File: src/design/ssa_pkg.sv
// Shared types and constants for the slab slot allocator.
// Used by ssa_div and slab_slot_allocator; depends on nothing.
package ssa_pkg;

	localparam int POOL_PAGES = 16;
	localparam int PAGE_BYTES = 4096;
	localparam int MAX_SLOTS  = 256;
	localparam int PG_W       = 4;
	localparam int SLOT_W     = 8;
	localparam int DIV_W      = 9;
	localparam int CNT_W      = 13;

	localparam logic [1:0] ST_OK       = 2'd0;
	localparam logic [1:0] ST_NO_PAGE  = 2'd1;
	localparam logic [1:0] ST_BAD_ADDR = 2'd2;

	localparam logic CMD_ALLOC   = 1'b0;
	localparam logic CMD_RELEASE = 1'b1;

	localparam logic [PG_W:0] STACK_EMPTY = 5'd16;

	typedef struct packed {
		logic        command;
		logic [3:0]  page_number;
		logic [11:0] byte_offset;
	} ssa_in_t;

	typedef struct packed {
		logic [1:0]  status;
		logic [3:0]  granted_page;
		logic [11:0] granted_offset;
		logic [12:0] slots_in_use;
		logic [12:0] slots_free;
		logic [4:0]  pages_full;
	} ssa_out_t;

	typedef enum logic [9:0] {
		S_IDLE  = 10'b0000000001,
		S_NDIV  = 10'b0000000010,
		S_SPARE = 10'b0000000100,
		S_TAKE  = 10'b0000001000,
		S_CMD   = 10'b0000010000,
		S_ALLOC = 10'b0000100000,
		S_AUPD  = 10'b0001000000,
		S_RDIV  = 10'b0010000000,
		S_REL   = 10'b0100000000,
		S_FIN   = 10'b1000000000
	} ssa_state_t;

endpackage

File: src/design/ssa_div.sv
// Restoring divider, one quotient bit per cycle, shared by the sequencer.
// Depends on ssa_pkg for its width.
module ssa_div (
	input  logic                     clk,
	input  logic                     arst_n,
	input  logic                     start,
	input  logic [ssa_pkg::DIV_W-1:0] dividend,
	input  logic [ssa_pkg::DIV_W-1:0] divisor,
	output logic [ssa_pkg::DIV_W-1:0] quotient,
	output logic                     done
);

	logic [ssa_pkg::DIV_W-1:0] rem_q;
	logic [ssa_pkg::DIV_W-1:0] quo_q;
	logic [ssa_pkg::DIV_W-1:0] div_q;
	logic [3:0]                cnt_q;
	logic                      done_q;
	logic [ssa_pkg::DIV_W:0]   trial;
	logic                      fit;

	assign trial = {rem_q, quo_q[ssa_pkg::DIV_W-1]};
	assign fit   = trial >= {1'b0, div_q};

	always_ff @(posedge clk or negedge arst_n) begin
		if (!arst_n) begin
			cnt_q  <= '0;
			done_q <= 1'b0;
		end else begin
			done_q <= 1'b0;
			if (start) begin
				cnt_q <= 4'(ssa_pkg::DIV_W);
			end else if (cnt_q != '0) begin
				cnt_q <= cnt_q - 4'd1;
				done_q <= (cnt_q == 4'd1);
			end
		end
	end

	always_ff @(posedge clk) begin
		if (start) begin
			rem_q <= '0;
			quo_q <= dividend;
			div_q <= divisor;
		end else if (cnt_q != '0) begin
			rem_q <= fit ? ssa_pkg::DIV_W'(trial - {1'b0, div_q})
				: trial[ssa_pkg::DIV_W-1:0];
			quo_q <= {quo_q[ssa_pkg::DIV_W-2:0], fit};
		end
	end

	assign quotient = quo_q;
	assign done     = done_q;

endmodule

File: config.mk
export PLATFORM = sky130hd
export DESIGN_NAME = ssa_div
export DESIGN_NICKNAME = d
export VERILOG_FILES = /design/src/design/ssa_pkg.sv /design/src/design/ssa_div.sv
export SDC_FILE = /design/constraint.sdc
export NUM_CORES = 1
export LEC_CHECK = 0
export ABC_CLOCK_PERIOD_IN_PS = 2600
export BUFFER_PORTS_ARGS = -buffer_cell sky130_fd_sc_hd__clkbuf_2
export CAP_MARGIN = 20
export CORE_MARGIN = 5
export CORE_UTILIZATION = 45
export DETAILED_ROUTE_END_ITERATION = 16
export PLACE_DENSITY = 0.65
export SLEW_MARGIN = 20
export SYNTH_ARGS = -nofsm -noshare
export SYNTH_HDL_FRONTEND = slang
export SYNTH_SLANG_ARGS = --single-unit
File: constraint.sdc
create_clock -name clk -period 2.6 [get_ports clk]
set_clock_uncertainty 0.1 [all_clocks]
set_input_delay 0.13 -clock clk [delete_from_list [all_inputs] [get_ports clk]]
set_output_delay 0.13 -clock clk [all_outputs]
set_load 0.01 [all_outputs]
==> reports/qor.csv, run 1 <==
metric,value,unit
status,"finished, final reports clean",
core area,3689,um2
Worst-path clk slew,0.07,ns
min-delay worst type,in2reg,
clk root buf,clkbuf_8,
TritonCTS Buffers,5,
DR iter-0 viols,60,
final setup margin,0.1511,ns
first-pass GRT wire length,6.230,mm
DRT Pass-1 Iters,4,
most frequent cell on the critical path,inv_1,
final setup TNS,0,ns
maximum VDD drop,0.0004819,V
Initial Util,46.91,%
die height,72.01,um
dominant cells by area after synthesis,"edfxtp_1, dfxtp_1, ha_1",
Switching Fraction,36.57,%
Crit-path slowest cell,edfxtp_1,
power share of the clock group,17.0,%
grt ovf,0,
number of I/O port buffers,30,
#FFs+latches synth,32,
Routed WL per cell,13.94,um
final weighted congestion in routability-driven placement,0.7755,
Synth cell types,40,
Synth warnings,0,
final WL,3.498,mm
Final Cycle Share,94.19,%
Final nets,236,
crit path DAT,2.54,ns
post-synthesis sequential area ratio,48.88,%
Final Util,58.18,%
CP Max Fanout,8,
Setup Viol. Count Final,0,
Sw Pwr,766.4,uW
post-place setup slack,-0.02989,ns
post-route minimum period,2.449,ns
post-route ant nets,0,
area growth from synthesis to layout,24.01,%
antenna violations before repair,0,
IO Pins,31,
Synth top area share,31.24,%
DR vias/cell,5.195,
Mapped Cells,154,
reg-to-reg setup timing slack,0.15,ns
"Cell Area, Synth",1730,um2
Setup CP Type,reg2reg,
row cnt,22,
post-synth top area cell,edfxtp_1,
dpl cells,232,
Synth Flop Type,edfxtp_1,
layout cells sized above 1,30.54,%
Comb power frac,45.8,%
Syn Area/Cell,11.24,um2
Internal,1329,uW
Synth Net Count,188,
CP required,2.69,ns
Async SR Flop Fraction,15.63,%
clk sinks,32,
max-slew violations,0,
via count,1304,
Max Cap Violations,0,
gr usage total,15.52,%
largest net degree at the start of global routing,29,
clk_lat worst skew,0.28,ns
measured slew at the worst slew-check pin,0.5924,ns
# DRC,0,
Slew HR,60.50,%
Critical Path End Type,flop,
fin cells,251,
total power,2096,uW
Die Span X,72.01,um
leakage,0.0009645,uW
CTS tree,yes,
post-DP HPWL,2.676,mm
CP Cell Sequence,"inv_1, ha_1, inv_1, fa_2, a21o_2, a32o_2, a21oi_2, buf_4, o21a_4, nand2_1, a311oi_1",
vias in the first global route,1382,
Post-synth EDFFs,18,
die area,5185,um2
Max Freq,408.3,MHz
crit-path max cell delay,0.38,ns
Max clock buf depth,2,
startpoint type of the worst setup path,flop,
Antenna diodes,0,
CTS HTree Levels,2,
final hold violation count,0,
pwr/cell area,976.7,nW/um2
sequential power share,37.2,%
==> flip-flops by register name, indices dropped and copies added, names as in the netlist <==
signal    cells
rem_q         9
div_q         9
done          1
quotient      9
cnt_q         4
==> stage by stage <==
| step | instance area [um2] | hold slack (ns) |
|---|---|---|
| floorplan | 1730 | -0.2656 |
| global placement | 1932 | -0.1539 |
| detailed placement | 1932 | -0.1452 |
| CTS | 2120 | 0.03980 |
| global route | 2146 | 0.03897 |
| finish | 2146 | 0.04507 |
==> worst max-delay path, delay by kind of cell, from the launching register on <==
kind                     cells  cell delay [ns]
adder cells (fa/ha/maj)      2             0.50
AO/OA/AOI/OAI                5             1.04
buffers and inverters        3             0.27
AND/OR/NAND/NOR              1             0.06
flip-flops                   1             0.38
==> synthesized netlist by cell type, drive strengths merged (2+ instances only) <==
library cell and n:
a211o 3, a211oi 3, a21boi 2, a21o 3
a21oi 6, a311oi 5, and3 2, clkbuf 5
dfrtp 5, dfxtp 9, edfxtp 18, ha 12
inv 13, mux2 9, nand2 12, nand2b 2
nor2 11, nor3 5, nor3b 2, o21a 3
o21ai 4, o311ai 2, or3 2, xnor2 5
==> cell type report <==
type | count | area [um2]
multi-input combinational | 103 | 807.0
inverter | 13 | 48.80
clock inverter | 1 | 5.005
tap | 48 | 60.06
sequential | 32 | 845.8
timing repair buffer | 47 | 302.8
fill | 343 | 1543
clock buffer | 7 | 76.32
==> logic make-up after synthesis <==
kind of cell / synth area share [%]
AND/OR/NAND/NOR: 11.86
AO/OA/AOI/OAI: 14.61
flip-flops: 48.88
buffers and inverters: 5.929
adder cells (fa/ha/maj): 9.834
multiplexers: 5.857
XOR/XNOR: 3.037
==> cell usage in the layout, fill, tap and decap left out, types with 2 or more instances in the layout <==
master,netlist,routed
a21boi_0,2,2
or3_1,2,2
nor2_1,11,11
dfrtp_1,5,5
a311oi_1,5,3
inv_1,13,13
dfxtp_1,9,9
nand2_1,12,12
xnor2_1,5,5
ha_1,12,12
nor3b_1,2,2
nor3_1,5,5
clkbuf_1,2,2
o311ai_0,2,2
clkbuf_2,0,30
o21ai_0,4,2
a21o_1,2,2
edfxtp_1,18,18
nand2b_1,2,2
o21a_1,2,2
dlygate4sd3_1,0,10
a311oi_2,0,2
mux2_2,9,9
a211oi_1,3,3
a21oi_1,5,5
clkbuf_8,3,5
buf_4,0,7
a211o_1,3,3
==> power by group through the flow <==
| stage | sequential [uW] | combinational (uW) | clock [uW] |
|---|---|---|---|
| final | 780 | 960 | 356 |
| after global placement | 781 | 853 | 0 |
| after CTS | 780 | 935 | 367 |
| after floorplan | 768 | 652 | 0 |
| after detailed placement | 788 | 905 | 0 |
| after global routing | 798 | 1080 | 390 |
==> routing by layer <==
metal	global-route usage, %	vias to the layer above	part of all wire, %
li1	-	653	-
met1	18.13	616	43
met2	26.12	27	50
met3	4.986	8	4.4
met4	6.681	0	2.1
met5	0	-	0
==> path summary, 6_finish.rpt <==
kind	depth (start not counted)	startpoint	end
max	11	quotient[8]	rem_q[8]
min reg2reg	2	rem_q[7]	rem_q[8]
min in group asynchronous	2	arst_n	cnt_q[3]
min	2	dividend[4]	quotient[4]
max in group asynchronous	2	arst_n	cnt_q[0]
max reg2reg	11	quotient[8]	rem_q[8]
==> timing repair <==
item / in CTS / in global routing
hold endpoints to repair: 14 / 0
setup endpoints to repair: 6 / 10
pin swaps: 0 / 3
gates resized for setup: 2 / 5
hold buffers: 10 / 0
setup buffers: 0 / 1
Note: power is estimated with default switching activity, not from simulation.
==> run 2, diff against run 1 <==
--- a/config.mk
+++ b/config.mk
@@ -8,10 +8,11 @@
 export ABC_CLOCK_PERIOD_IN_PS = 2600
 export BUFFER_PORTS_ARGS = -buffer_cell sky130_fd_sc_hd__clkbuf_2
 export CAP_MARGIN = 20
+export CORE_ASPECT_RATIO = 0.6
 export CORE_MARGIN = 5
-export CORE_UTILIZATION = 45
+export CORE_UTILIZATION = 49
 export DETAILED_ROUTE_END_ITERATION = 16
-export PLACE_DENSITY = 0.65
+export PLACE_DENSITY = 0.7
 export SLEW_MARGIN = 20
 export SYNTH_ARGS = -nofsm -noshare
 export SYNTH_HDL_FRONTEND = slang
==> reports/qor.csv, run 2 (synthesis gave the netlist of run 1 again) <==
metric,value,unit,change
status,"finished, final reports clean",,unchanged
startpoint type of the worst setup path,flop,,unchanged
# DRC,0,,unchanged
CP required,2.54,ns,was 2.69 ns
Final Cycle Share,97.94,%,was 94.19%
Sw Pwr,796.1,uW,was 766.4 uW
first-pass GRT wire length,5.851,mm,was 6.230 mm
total power,2251,uW,was 2096 uW
pwr/cell area,1039,nW/um2,was 976.7 nW/um2
CTS HTree Levels,2,,unchanged
largest net degree at the start of global routing,21,,was 29
Setup CP Type,reg2reg,,unchanged
CP Max Fanout,6,,was 8
DRT Pass-1 Iters,6,,was 4
Max Freq,392.7,MHz,was 408.3 MHz
"commonest non-fill, non-tap cell in the layout",clkbuf_2,,unchanged
Switching Fraction,35.37,%,was 36.57%
vias in the first global route,1220,,was 1382
Setup Viol. Count Final,0,,unchanged
clk root buf,clkbuf_8,,unchanged
RSZ-0062 raised after global routing,false,,
reg-to-reg setup timing slack,0.05,ns,was 0.15 ns
die area,4859,um2,was 5185 um2
layout cells sized above 1,30.00,%,was 30.54%
Max clock buf depth,2,,unchanged
CTS tree,yes,,unchanged
min-delay worst type,in2reg,,unchanged
Max Cap Violations,0,,unchanged
final weighted congestion in routability-driven placement,1.012,,was 0.7755
clk_lat worst skew,0.28,ns,about the same
sequential power share,34.7,%,was 37.2%
Internal,1455,uW,was 1329 uW
TritonCTS Buffers,5,,unchanged
post-DP HPWL,2.598,mm,was 2.676 mm
max-slew violations,0,,unchanged
Critical Path End Type,flop,,unchanged
measured slew at the worst slew-check pin,0.5070,ns,was 0.5924 ns
area growth from synthesis to layout,25.24,%,was 24.01%
crit path from,quotient[8],,unchanged
leakage,0.0009676,uW,was 0.0009645 uW
Antenna diodes,0,,unchanged
Final nets,233,,was 236
Die Span X,86.72,um,was 72.01 um
core area,3323,um2,was 3689 um2
# fillers,255,,was 343
Initial Util,52.07,%,was 46.91%
final WL,3.628,mm,was 3.498 mm
via count,1312,,was 1304
number of I/O port buffers,30,,unchanged
IO Pins,31,,unchanged
antenna violations before repair,0,,unchanged
final hold violation count,0,,unchanged
maximum VDD drop,0.0005955,V,was 0.0004819 V
post-route ant nets,0,,unchanged
Comb power frac,43.8,%,was 45.8%
Routed WL per cell,14.81,um,was 13.94 um
Slew HR,66.12,%,was 60.50%
row cnt,16,,was 22
R2R Path Start,quotient[8],,unchanged
die height,56.03,um,was 72.01 um
crit path DAT,2.48,ns,was 2.54 ns
clk sinks,32,,unchanged
post-route minimum period,2.547,ns,was 2.449 ns
DR iter-0 viols,92,,was 60
DR vias/cell,5.355,,was 5.195
final setup margin,0.05350,ns,was 0.1511 ns
Worst-path clk slew,0.07,ns,about the same
post-place setup slack,-0.0003688,ns,was -0.02989 ns
power share of the clock group,21.5,%,was 17.0%
most frequent cells in the layout,"clkbuf_2, edfxtp_1, inv_1",,unchanged
grt ovf,0,,unchanged
gr usage total,15.72,%,was 15.52%
hold_sp,dividend[0],,was dividend[4]
run 2: changes by cell type in the layout (fill, tap and decap cells not counted), sizes merged:
| cell | delta |
|---|---|
| clkdlybuf4s15 | +1 |
| clkbuf | -1 |
| buf | -4 |
| bufinv | +1 |
run 2: cell type report:
class	count	area (um2)	area share, %
Inverter	13	48.80	2.252
Timing Repair Buffer	44	284.0	13.11
Tap cell	45	56.30	2.598
Clock inverter	2	33.78	1.559
Multi-Input combinational cell	103	815.8	37.64
Sequential cell	32	845.8	39.03
Clock buffer	6	82.58	3.811
run 2: critical path, cell delays in order, from the launching register on:
cell and delay, ns:
edfxtp_1 0.38, inv_1 0.09, ha_1 0.18, inv_1 0.07, fa_2 0.35, a21o_2 0.22
a32o_2 0.22, a21oi_2 0.18, o21ai_2 0.08, buf_4 0.19, mux2_2 0.26
run 2: power groups by stage:
stage | clock network (uW) | logic [uW] | registers, uW
after floorplan | 0 | 652 | 768
final | 485 | 985 | 781
after global routing | 520 | 1070 | 796
after global placement | 0 | 821 | 780
after CTS | 491 | 880 | 778
after detailed placement | 0 | 861 | 786
run 2: path summary, 6_finish.rpt:
path | end | depth (start not counted)
min in group asynchronous | done | 2
max in group asynchronous | cnt_q[0] | 2
worst min-delay path | quotient[0] | 2
worst max register to register | quotient[0] | 10
worst max-delay path | quotient[0] | 10
worst min register to register | rem_q[8] | 2
run 2: what timing repair did:
action	4_1_cts	5_1_grt
endpoints found under the setup margin	1	4
resized for setup	1	6
pin swaps	0	2
hold buffers	10	0
endpoints found under the hold margin	14	0
gates cloned	0	1
setup buffers	0	1
run 2: metrics by stage:
stage / hold slack [ns] / instance area [um2] / util [%] / setup TNS, ns / instances
floorplan: -0.2656 / 1730 / - / 0 / 154
global placement: -0.1547 / 1898 / 57.12 / 0 / 225
detailed placement: -0.1469 / 1898 / 57.12 / -0.0003688 / 225
CTS: 0.04044 / 2121 / 63.82 / -0.00003930 / 243
global route: 0.04094 / 2167 / 65.21 / 0 / 245
finish: 0.05114 / 2167 / 65.21 / 0 / 245
run 2: layer usage:
layer  track usage (%)  routed length [um]
met3             4.882                 255
met1             20.98                1639
met2             23.42                1661
met4             6.667                  71
met5                 0                   0
==> run 3, diff against run 2 <==
--- a/config.mk
+++ b/config.mk
@@ -12,6 +12,8 @@
 export CORE_MARGIN = 5
 export CORE_UTILIZATION = 49
 export DETAILED_ROUTE_END_ITERATION = 16
+export GPL_ROUTABILITY_DRIVEN = 1
+export MAX_ROUTING_LAYER = met4
 export PLACE_DENSITY = 0.7
 export SLEW_MARGIN = 20
 export SYNTH_ARGS = -nofsm -noshare
==> reports/qor.csv, run 3 (synthesis gave the netlist of run 1 again) <==
metric,value,unit,change
post-route minimum period,2.535,ns,was 2.547 ns
RR Endpoint,quotient[0],,unchanged
largest net degree at the start of global routing,21,,unchanged
Reg area,845.8,um2,unchanged
CP Max Fanout,6,,unchanged
layout cells sized above 1,30.00,%,unchanged
R2R cell count,10,,unchanged
# fillers,255,,unchanged
area growth from synthesis to layout,25.24,%,unchanged
DRT Pass-1 Iters,4,,was 6
reg-to-reg setup timing slack,0.07,ns,was 0.05 ns
hold_sp,dividend[1],,was dividend[0]
core area,3323,um2,unchanged
hold slack,0.05047,ns,was 0.05114 ns
measured slew at the worst slew-check pin,0.5072,ns,was 0.5070 ns
clk root buf,clkbuf_8,,unchanged
clk sinks,32,,unchanged
DR iter-0 viols,81,,was 92
status,"finished, final reports clean",,unchanged
number of I/O port buffers,30,,unchanged
Worst-path clk slew,0.07,ns,about the same
Final Cycle Share,97.50,%,was 97.94%
min-delay worst type,in2reg,,unchanged
via count,1308,,was 1312
vias in the first global route,1220,,unchanged
maximum VDD drop,0.0005956,V,was 0.0005955 V
Setup Viol. Count Final,0,,unchanged
gr usage total,16.16,%,was 15.72%
most frequent cells in the layout,"clkbuf_2, edfxtp_1, inv_1",,unchanged
RSZ-0062 raised after global routing,false,,unchanged
clk_lat worst skew,0.28,ns,about the same
# DRC,0,,unchanged
die height,56.03,um,unchanged
CTS tree,yes,,unchanged
IO Pins,31,,unchanged
hold-critical path depth,2,,unchanged
Max Freq,394.5,MHz,was 392.7 MHz
"commonest non-fill, non-tap cell in the layout",clkbuf_2,,unchanged
die area,4859,um2,unchanged
Max Cap Violations,0,,unchanged
final WL,3.619,mm,was 3.628 mm
antenna violations before repair,0,,unchanged
Post-Place Cell Area,1898,um2,unchanged
end point of the worst hold path,quotient[1],,was quotient[0]
pwr/cell area,1038,nW/um2,was 1039 nW/um2
post-DP HPWL,2.598,mm,unchanged
DR vias/cell,5.339,,was 5.355
Final Util,65.21,%,unchanged
R2R Path Start,quotient[8],,unchanged
multi-input logic area,815.8,um2,unchanged
final instance area,2167,um2,unchanged
Critical Path End Type,flop,,unchanged
Die Span X,86.72,um,unchanged
Initial Util,52.07,%,unchanged
crit path DAT,2.47,ns,was 2.48 ns
first-pass GRT wire length,5.844,mm,was 5.851 mm
Slew HR,66.11,%,was 66.12%
final hold violation count,0,,unchanged
leakage,0.0009676,uW,unchanged
row cnt,16,,unchanged
post-place setup slack,-0.0003688,ns,unchanged
max-slew violations,0,,unchanged
post-route ant nets,0,,unchanged
grt ovf,0,,unchanged
TritonCTS Buffers,5,,unchanged
Routed WL per cell,14.77,um,was 14.81 um
final weighted congestion in routability-driven placement,1.031,,was 1.012
startpoint type of the worst setup path,flop,,unchanged
Max clock buf depth,2,,unchanged
Antenna diodes,0,,unchanged
Setup CP Type,reg2reg,,unchanged
Final nets,233,,unchanged
final setup margin,0.06501,ns,was 0.05350 ns
final setup TNS,0,ns,unchanged
CP required,2.54,ns,about the same
CTS HTree Levels,2,,unchanged
run 3: per-stage QoR:
stage,power [uW],std cells
2_1_floorplan,1420,154
3_3_place_gp,1601,225
3_5_place_dp,1647,225
4_1_cts,2149,243
5_1_grt,2382,245
6_report,2249,245
run 3: worst max-delay path, cell delays in order (launching register included):
cell and delay (ns):
edfxtp_1 0.38, inv_1 0.09, ha_1 0.17, inv_1 0.06
fa_2 0.35, a21o_2 0.22, a32o_2 0.22, a21oi_2 0.18
o21ai_2 0.08, buf_4 0.19, mux2_2 0.26
run 3: layer usage:
metal | global-route usage, % | share of wire (%) | routed length, um | vias up
met3 | 4.734 | 6.1 | 221 | 6
met4 | 6.667 | 1.5 | 55 | 0
met1 | 20.98 | 46 | 1657 | 605
met2 | 23.53 | 47 | 1685 | 47
met5 | - | 0 | 0 | -
li1 | - | - | - | 650
run 3: how the worst max path moves through the flow:
stage                startpoint  cells after the start           to
finish              quotient[8]                     10  quotient[0]
global route        quotient[8]                     10  quotient[0]
CTS                 quotient[8]                     10  quotient[0]
detailed placement  quotient[8]                     11     rem_q[2]
global placement    quotient[8]                     10  quotient[0]
floorplan           quotient[8]                     10  quotient[0]
run 3: repair_timing:
action                                  4_1_cts  5_1_grt
hold buffers                                 10        0
pin swaps                                     0        2
hold endpoints to repair                     14        0
resized for setup                             1        6
buffers inserted                              0        1
endpoints found under the setup margin        1        4
gates cloned                                  0        1
run 3: power breakdown:
group	switching [uW]	internal (uW)
Combinational	510	472
Clock	177	308
Sequential	108	674
run 3: cell type report:
class | count | share of cell area, %
clock inverters | 2 | 1.559
flip-flops and latches | 32 | 39.03
multi-input cells | 103 | 37.64
repair buffers | 44 | 13.11
well taps | 45 | 2.598
clock buffers | 6 | 3.811
inverters | 13 | 2.252
